File: config.mk
export PLATFORM = sky130hd
export DESIGN_NAME = plcs_mul
export DESIGN_NICKNAME = d
export VERILOG_FILES = /design/src/rtl/plcs_pkg.sv /design/src/rtl/plcs_mul.sv
export SDC_FILE = /design/constraint.sdc
export NUM_CORES = 2
export LEC_CHECK = 0
export BUFFER_PORTS_ARGS = -buffer_cell sky130_fd_sc_hd__buf_2
export CORE_MARGIN = 4
export CORE_UTILIZATION = 50
export DETAILED_ROUTE_END_ITERATION = 10
export GPL_TIMING_DRIVEN = 0
export PLACE_DENSITY = 0.69
export SETUP_SLACK_MARGIN = 0.5
export SYNTH_ARGS = -nofsm -noshare
export SYNTH_HDL_FRONTEND = slang
export SYNTH_SLANG_ARGS = --single-unit
File: constraint.sdc
create_clock -name clock -period 40.1 [get_ports clock]
set_input_delay 6.015 -clock clock [delete_from_list [all_inputs] [get_ports clock]]
set_output_delay 6.015 -clock clock [all_outputs]
set_load 0.01 [all_outputs]
File: src/rtl/plcs_pkg.sv
package plcs_pkg;

   // field widths of the channels
   localparam int POS_W      = 32;
   localparam int QUAT_W     = 16;
   localparam int POSE_IDX_W = 10;
   localparam int WORD_IDX_W = 5;
   localparam int MATCH_W    = 32;

   // configuration port
   localparam int CSR_IDX_W  = 3;
   localparam int CSR_DATA_W = 32;
   localparam int COUNT_CFG_W = 11;
   localparam int DIST_W     = 31;
   localparam int COS_W      = 16;

   localparam logic [CSR_IDX_W-1:0] REG_RECORD_SIZE    = 3'd0;
   localparam logic [CSR_IDX_W-1:0] REG_MIN_GAP        = 3'd1;
   localparam logic [CSR_IDX_W-1:0] REG_RADIUS         = 3'd2;
   localparam logic [CSR_IDX_W-1:0] REG_USE_ANGLE      = 3'd3;
   localparam logic [CSR_IDX_W-1:0] REG_COS_HALF_ANGLE = 3'd4;

   localparam logic [COUNT_CFG_W-1:0] RECORD_SIZE_RESET = 11'd1024;
   localparam logic [COUNT_CFG_W-1:0] MIN_GAP_RESET     = 11'd1;
   localparam logic [COS_W-1:0]       COS_RESET         = 16'd32768;

   // one stored pose
   typedef struct packed {
      logic signed [POS_W-1:0]  x;
      logic signed [POS_W-1:0]  y;
      logic signed [POS_W-1:0]  z;
      logic signed [QUAT_W-1:0] qw;
      logic signed [QUAT_W-1:0] qx;
      logic signed [QUAT_W-1:0] qy;
      logic signed [QUAT_W-1:0] qz;
   } pose_type;

   // operand selection of the shared multiplier
   typedef logic [3:0] mul_sel_type;

   localparam mul_sel_type MUL_IDLE = 4'd0;
   localparam mul_sel_type MUL_LIM  = 4'd1;
   localparam mul_sel_type MUL_X    = 4'd2;
   localparam mul_sel_type MUL_Y    = 4'd3;
   localparam mul_sel_type MUL_Z    = 4'd4;
   localparam mul_sel_type MUL_QW   = 4'd5;
   localparam mul_sel_type MUL_QX   = 4'd6;
   localparam mul_sel_type MUL_QY   = 4'd7;
   localparam mul_sel_type MUL_QZ   = 4'd8;

   typedef struct packed {
      logic signed [63:0] prod;
      logic               far;
   } mul_res_type;

endpackage

File: src/rtl/plcs_mul.sv
module plcs_mul
   import plcs_pkg::*;
(
   input  logic             clock,
   input  mul_sel_type      sel,
   input  pose_type         cur,
   input  pose_type         rd,
   input  logic [DIST_W-1:0] radius,
   output mul_res_type      res
);

   logic signed [POS_W-1:0] cur_axis;
   logic signed [POS_W-1:0] rd_axis;
   logic signed [POS_W:0]   diff;
   logic [POS_W:0]          diff_mag;
   logic signed [31:0]      op_a;
   logic signed [31:0]      op_b;
   logic                    far_in;
   logic signed [63:0]      prod_ff;
   logic                    far_ff;

   // pick the axis for a distance step
   always_comb begin
      unique case (sel)
         MUL_Y: begin
            cur_axis = cur.y;
            rd_axis  = rd.y;
         end
         MUL_Z: begin
            cur_axis = cur.z;
            rd_axis  = rd.z;
         end
         default: begin
            cur_axis = cur.x;
            rd_axis  = rd.x;
         end
      endcase
   end

   // difference and its magnitude; a magnitude of 2^31 or more can never match
   assign diff     = {cur_axis[POS_W-1], cur_axis} - {rd_axis[POS_W-1], rd_axis};
   assign diff_mag = diff[POS_W] ? (-diff) : diff;

   // select operands
   always_comb begin
      op_a   = '0;
      op_b   = '0;
      far_in = 1'b0;
      unique case (sel)
         MUL_LIM: begin
            op_a = {1'b0, radius};
            op_b = {1'b0, radius};
         end
         MUL_X, MUL_Y, MUL_Z: begin
            op_a   = {1'b0, diff_mag[POS_W-2:0]};
            op_b   = {1'b0, diff_mag[POS_W-2:0]};
            far_in = diff_mag[POS_W] | diff_mag[POS_W-1];
         end
         MUL_QW: begin
            op_a = {{16{cur.qw[QUAT_W-1]}}, cur.qw};
            op_b = {{16{rd.qw[QUAT_W-1]}}, rd.qw};
         end
         MUL_QX: begin
            op_a = {{16{cur.qx[QUAT_W-1]}}, cur.qx};
            op_b = {{16{rd.qx[QUAT_W-1]}}, rd.qx};
         end
         MUL_QY: begin
            op_a = {{16{cur.qy[QUAT_W-1]}}, cur.qy};
            op_b = {{16{rd.qy[QUAT_W-1]}}, rd.qy};
         end
         MUL_QZ: begin
            op_a = {{16{cur.qz[QUAT_W-1]}}, cur.qz};
            op_b = {{16{rd.qz[QUAT_W-1]}}, rd.qz};
         end
         default: begin
            op_a   = '0;
            op_b   = '0;
            far_in = 1'b0;
         end
      endcase
   end

   // register the product
   always_ff @(posedge clock) begin
      prod_ff <= op_a * op_b;
      far_ff  <= far_in;
   end

   assign res.prod = prod_ff;
   assign res.far  = far_ff;

endmodule

### After elaboration in Yosys (flattened, before gate mapping)

Cells that the tools add are included.
Widths: inputs -> output; s select.

* register bits: 65
* input port bits: 356
* output and inout bits: 65

* add/sub/neg operators: 2
* multipliers: 1
* eq/ne operators: 8
* muxes and demuxes: 5
* bitwise gates (word level): 1
* reduce and logical (&&, ||, !) cells: 1

Operators by type and width (count)
* $pmux 32 s6: 2
* $pmux 32 s2: 2
* $mul 32x32->64: 1
* $mux 33: 1
* $neg 33->33: 1
* $sub 32x32->33: 1
* $eq 4x3->1 const B: 4
* $eq 4x2->1 const B: 2
* $eq 4x1->1 const B: 1
* $eq 4x4->1 const B: 1
* $reduce_or 3->1: 1
* $or 1x1->1: 1

### Logic depth before layout (Yosys ltp)

* depth after elaboration: 7
* depth in mapped cells: 52
* mapped depth without buffers: 46

### Worst setup path after synthesis

Ideal clock, no wire load.

* path kind: input port to flip-flop
* from: input sel[1]
* to: register prod_ff[62]
* setup time: 72 ps
* arrival: 17407 ps
* slack: 22621 ps
* cell stages on the path: 45
* buffers on the path: 5
* cells stage by stage: clkbuf_1 > nand2_1 > nor3_1 > clkbuf_1 > clkbuf_1 > a22oi_1 > nand2_1 > ha_1 > inv_1 > fa_1 > a211oi_1 > o21ai_1 > and3_1 > o21ai_2 > o211a_1 > o311ai_4 > and2_1 > buf_4 > [9 not listed] > inv_1 > fa_1 > inv_1 > fa_1 > inv_1 > fa_1 > inv_1 > fa_1 > ha_1 > a21o_1 > a2111oi_0 > inv_1 > a2111oi_0 > nor3_1 > o2111ai_1 > a21oi_1 > o22ai_1 > xnor2_1

* cells in the longest elaborated chain, start to end: 7
* elaborated cells between the ends (all ways): 17
* those cells by class: add/sub: 2; mul: 1; eq/ne: 8; mux: 5; reduce/logical: 1

RTL lines
* start: declaration: line plcs_mul.sv:5 `input mul_sel_type sel,`
* $eq 4x3->1 or $eq 4x2->1 (tied branches): line plcs_mul.sv:24, plcs_mul.sv:49
* $pmux 32 s2: line plcs_mul.sv:24 `unique case (sel)`
* $sub 32x32->33: line plcs_mul.sv:41 `assign diff = {cur_axis[POS_W-1], cur_axis} - {rd_axis[POS_W-1], rd_axis};`
* $neg 33->33: line plcs_mul.sv:42 `assign diff_mag = diff[POS_W] ? (-diff) : diff;`
* $mux 33: line plcs_mul.sv:42
* $pmux 32 s6: line plcs_mul.sv:49 `unique case (sel)`
* $mul 32x32->64 *: line plcs_mul.sv:85 `prod_ff <= op_a * op_b;`
* end signal: assignment: line plcs_mul.sv:85
* end: declaration: line plcs_mul.sv:19 `logic signed [63:0] prod_ff;`

Mark *: on every way between the ends. The rest lies on a longest branch, timed or not.
A chain may end at the register's enable or synchronous reset.

### Final worst setup path

* from: input sel[1]
* to: register prod_ff[61]

The elaborated chain is that of the path after synthesis.

==> flow_summary_export.csv <==
group,metric,value,unit
clock_tree,h-tree-depth,3,
global_route,grt_overflow,0,
detailed_routing,viasPerCell,5.90,
sta,fin_crit_sh,0.538,
worst_setup_path,required,40.41,ns
clock_tree,path_clk_slew,0.08,ns
detailed_routing,met2RoutedLength,73700,um
synthesis,syn_inst,4820,
finish,postLayoutCoreUtil,0.550,
detailed_routing,top_layer,"met5",
finish,fin_nets,6912,
worst_setup_path,cp_max_fo,10,
sta,rsz0062_at_grt,"false",
clock_tree,cts_sinks,65,
power_and_ir_drop,vdd_drop_max,0.000186,V
synthesis,synth_top_cell_by_area,"fa_1",
run_status,outcome,"finished with violations",
detailed_routing,drc,0,
synthesis,syn_area,42100,sq um
synthesis,ys_ff_latch,65,
finish,final_area,46000,sq um
sta,tightestPinTransition,1.66,ns
finish,instances_no_fill,6359,
clock_tree,cts_tree,"done",
detailed_routing,avgRoutedWirePerCell,27.2,um
sta,fin_ws,18.53,ns
floorplan,core_area,83600,sq um
detailed_routing,ant_nets,0,
floorplan,die_w,298,um
worst_hold_path,hold_class,"in -> reg",
detailed_routing,routed_wl,173000,um
global_route,grt_pass1_wl,255000,um
clock_tree,cts_root_buf,"clkbuf_16",
placed_design,dpl_cell_area,45600,sq um
power_and_ir_drop,power_density,102,nW/um^2
sta,timing.hold.ws,6.21,ns
synthesis,yosysSeqAreaShare,0.0309,
power_and_ir_drop,total_leakage_power,23.5,nW
sta,maxSlewViolCount,39,
sta,relSlewSlack,-0.107,
synthesis,avgSynthCellArea,8.73,sq um
sta,hold_viol_final,0,
synthesis,synth_warnings,0,
placed_design,post-place-ws,18.71,ns
global_route,grt_pass1_vias,39279,
detailed_routing,vias,37521,
run,maxCapViolations,2,
placed_design,placed_cells,6323,
synthesis,yosysUniqueCellTypes,89,
clock_tree,post_cts_resized,0,
floorplan,rows,106,
floorplan,io_pins,421,
placed_design,dpl.hpwl,146000,um
worst_setup_path,cp_common_cell,"fa_1",
worst_setup_path,crit_path_start_kind,"input port",
global_route,antenna_found_initial,19,
clock_tree,cts_max_path_buffers,2,
synthesis,synth_top_area_share,0.515,
worst_setup_path,cp_slowest_stage_delay,0.96,ns
floorplan,dieArea,88800,sq um
detailed_routing,met1Wirelength,62300,um
worst_setup_path,crit_slowest_cell,"clkbuf_1",
placed_design,routabilityCongestion,1.13,
worst_setup_path,arrival,21.88,ns
clock_tree,cts_buffers,9,
synthesis,async_flop_share,0,
sta,setup_tns,0,ns
detailed_routing,met3_length,22400,um
finish,syn_to_final_growth,9.24,%
worst_setup_path,critPathCaptureType,"register",
clock_tree,post_cts_buffers,0,
clock_tree,cts.hold.buffers_added,0,
placed_design,portBuffers,419,
synthesis,syn-num-nets,6476,
synthesis,synth.area.top_cells,"fa_1 52%, inv_1 9.6%, nand2_1 7.3%, ha_1 6.5%, nor2_1 3.3%",
finish,fillCellCount,7961,
sta,fmax,0.0464,GHz
detailed_routing,drt_pass1_iterations,8,
synthesis,synth_flop_cell,"dfxtp_1",
sta,setup_viol,0,
floorplan,initial_utilization,0.504,
detailed_routing,drtIter0Drc,4084,
worst_setup_path,path_class,"in -> reg",
run_status,violations,"capacitance limit, slew limit",
sta,post-route-min-period,21.57,ns
floorplan,die_h,298,um
finish,drive_gt1_frac,0.113,
global_route,grt_use_total,0.397,
global_route,grt_max_degree,25,
power_and_ir_drop,p_total,4.69,mW
synthesis,synth_edf_count,0,
-- cell usage after synthesis (33+ instances only) --
library cell,instances
a31oi_1,33
nor2_1,373
ha_1,217
nand2_1,815
inv_1,1079
buf_2,84
dfxtp_1,65
a21oi_1,119
o21ai_0,57
a22oi_1,55
and2_1,77
a21o_1,47
nand3_1,39
xor2_1,44
clkbuf_1,147
xnor2_1,68
fa_1,1083
-- report_power, final --
group | switching (mW) | leakage, nW | internal (mW)
clock network | 0.0445 | 0.149 | 0.0492
logic | 2.76 | 22.8 | 1.67
registers | 0.00762 | 0.547 | 0.148
-- cell usage in the layout (no fill, tap or decap), types with 13 or more instances in the layout --
master	count
xnor2_1	68
and3_1	19
nand3_1	39
nor2b_1	17
buf_2	504
a31oi_1	33
a221o_1	14
inv_1	1079
nor3_1	26
dfxtp_1	65
a22o_1	32
and2_1	77
ha_1	217
a22oi_1	55
nand2_1	815
fa_1	1082
a211oi_1	15
a21o_1	47
o21bai_1	13
xor2_1	44
nor2_1	372
a222oi_1	19
a21oi_1	119
diode_2	18
nand4_1	23
o21ai_0	57
o21a_1	19
o211ai_1	18
clkbuf_1	147
-- state kept, by name, summed over array words and instances, names as in the netlist --
| signal | count |
|---|---|
| far_ff | 1 |
| prod_ff | 64 |
-- final timing paths --
| path | startpoint | to | slack (ns) | cells after the start |
|---|---|---|---|---|
| max | sel[1] | prod_ff[61] | 18.53 | 48 |
| min | cur[16] | prod_ff[0] | 6.21 | 5 |
-- final cells by class --
class	instances	area (sq um)	area share
Multi-Input combinational cell	3422	35600	0.775
Inverter	1079	4050	0.0881
Clock inverter	7	83.8	0.00182
Clock buffer	9	225	0.00490
Antenna cell	18	45.0	0.000980
Timing Repair Buffer	425	2150	0.0469
Buffer	254	1110	0.0241
Tap cell	1080	1350	0.0294
Sequential cell	65	1300	0.0283
-- metal layers --
metal / global-route usage / vias to the layer above
li1: - / 15430
met1: 0.500 / 18941
met2: 0.591 / 2476
met3: 0.131 / 666
met4: 0.253 / 8
met5: 0 / -
-- kinds of logic after synthesis --
logic type | synth area share
compound gates | 0.0943
xor+xnor | 0.0249
simple gates | 0.146
mux | 0.00155
buf+inv | 0.123
fa+ha+maj | 0.580
flops | 0.0309
-- worst max-delay path, delay by kind of cell --
| family | cells | cell delay (ns) |
|---|---|---|
| buf+inv | 11 | 2.94 |
| xor+xnor | 1 | 0.17 |
| compound gates | 14 | 4.86 |
| simple gates | 11 | 2.72 |
| fa+ha+maj | 11 | 5.13 |
Power figures use the tool's default switching activity.
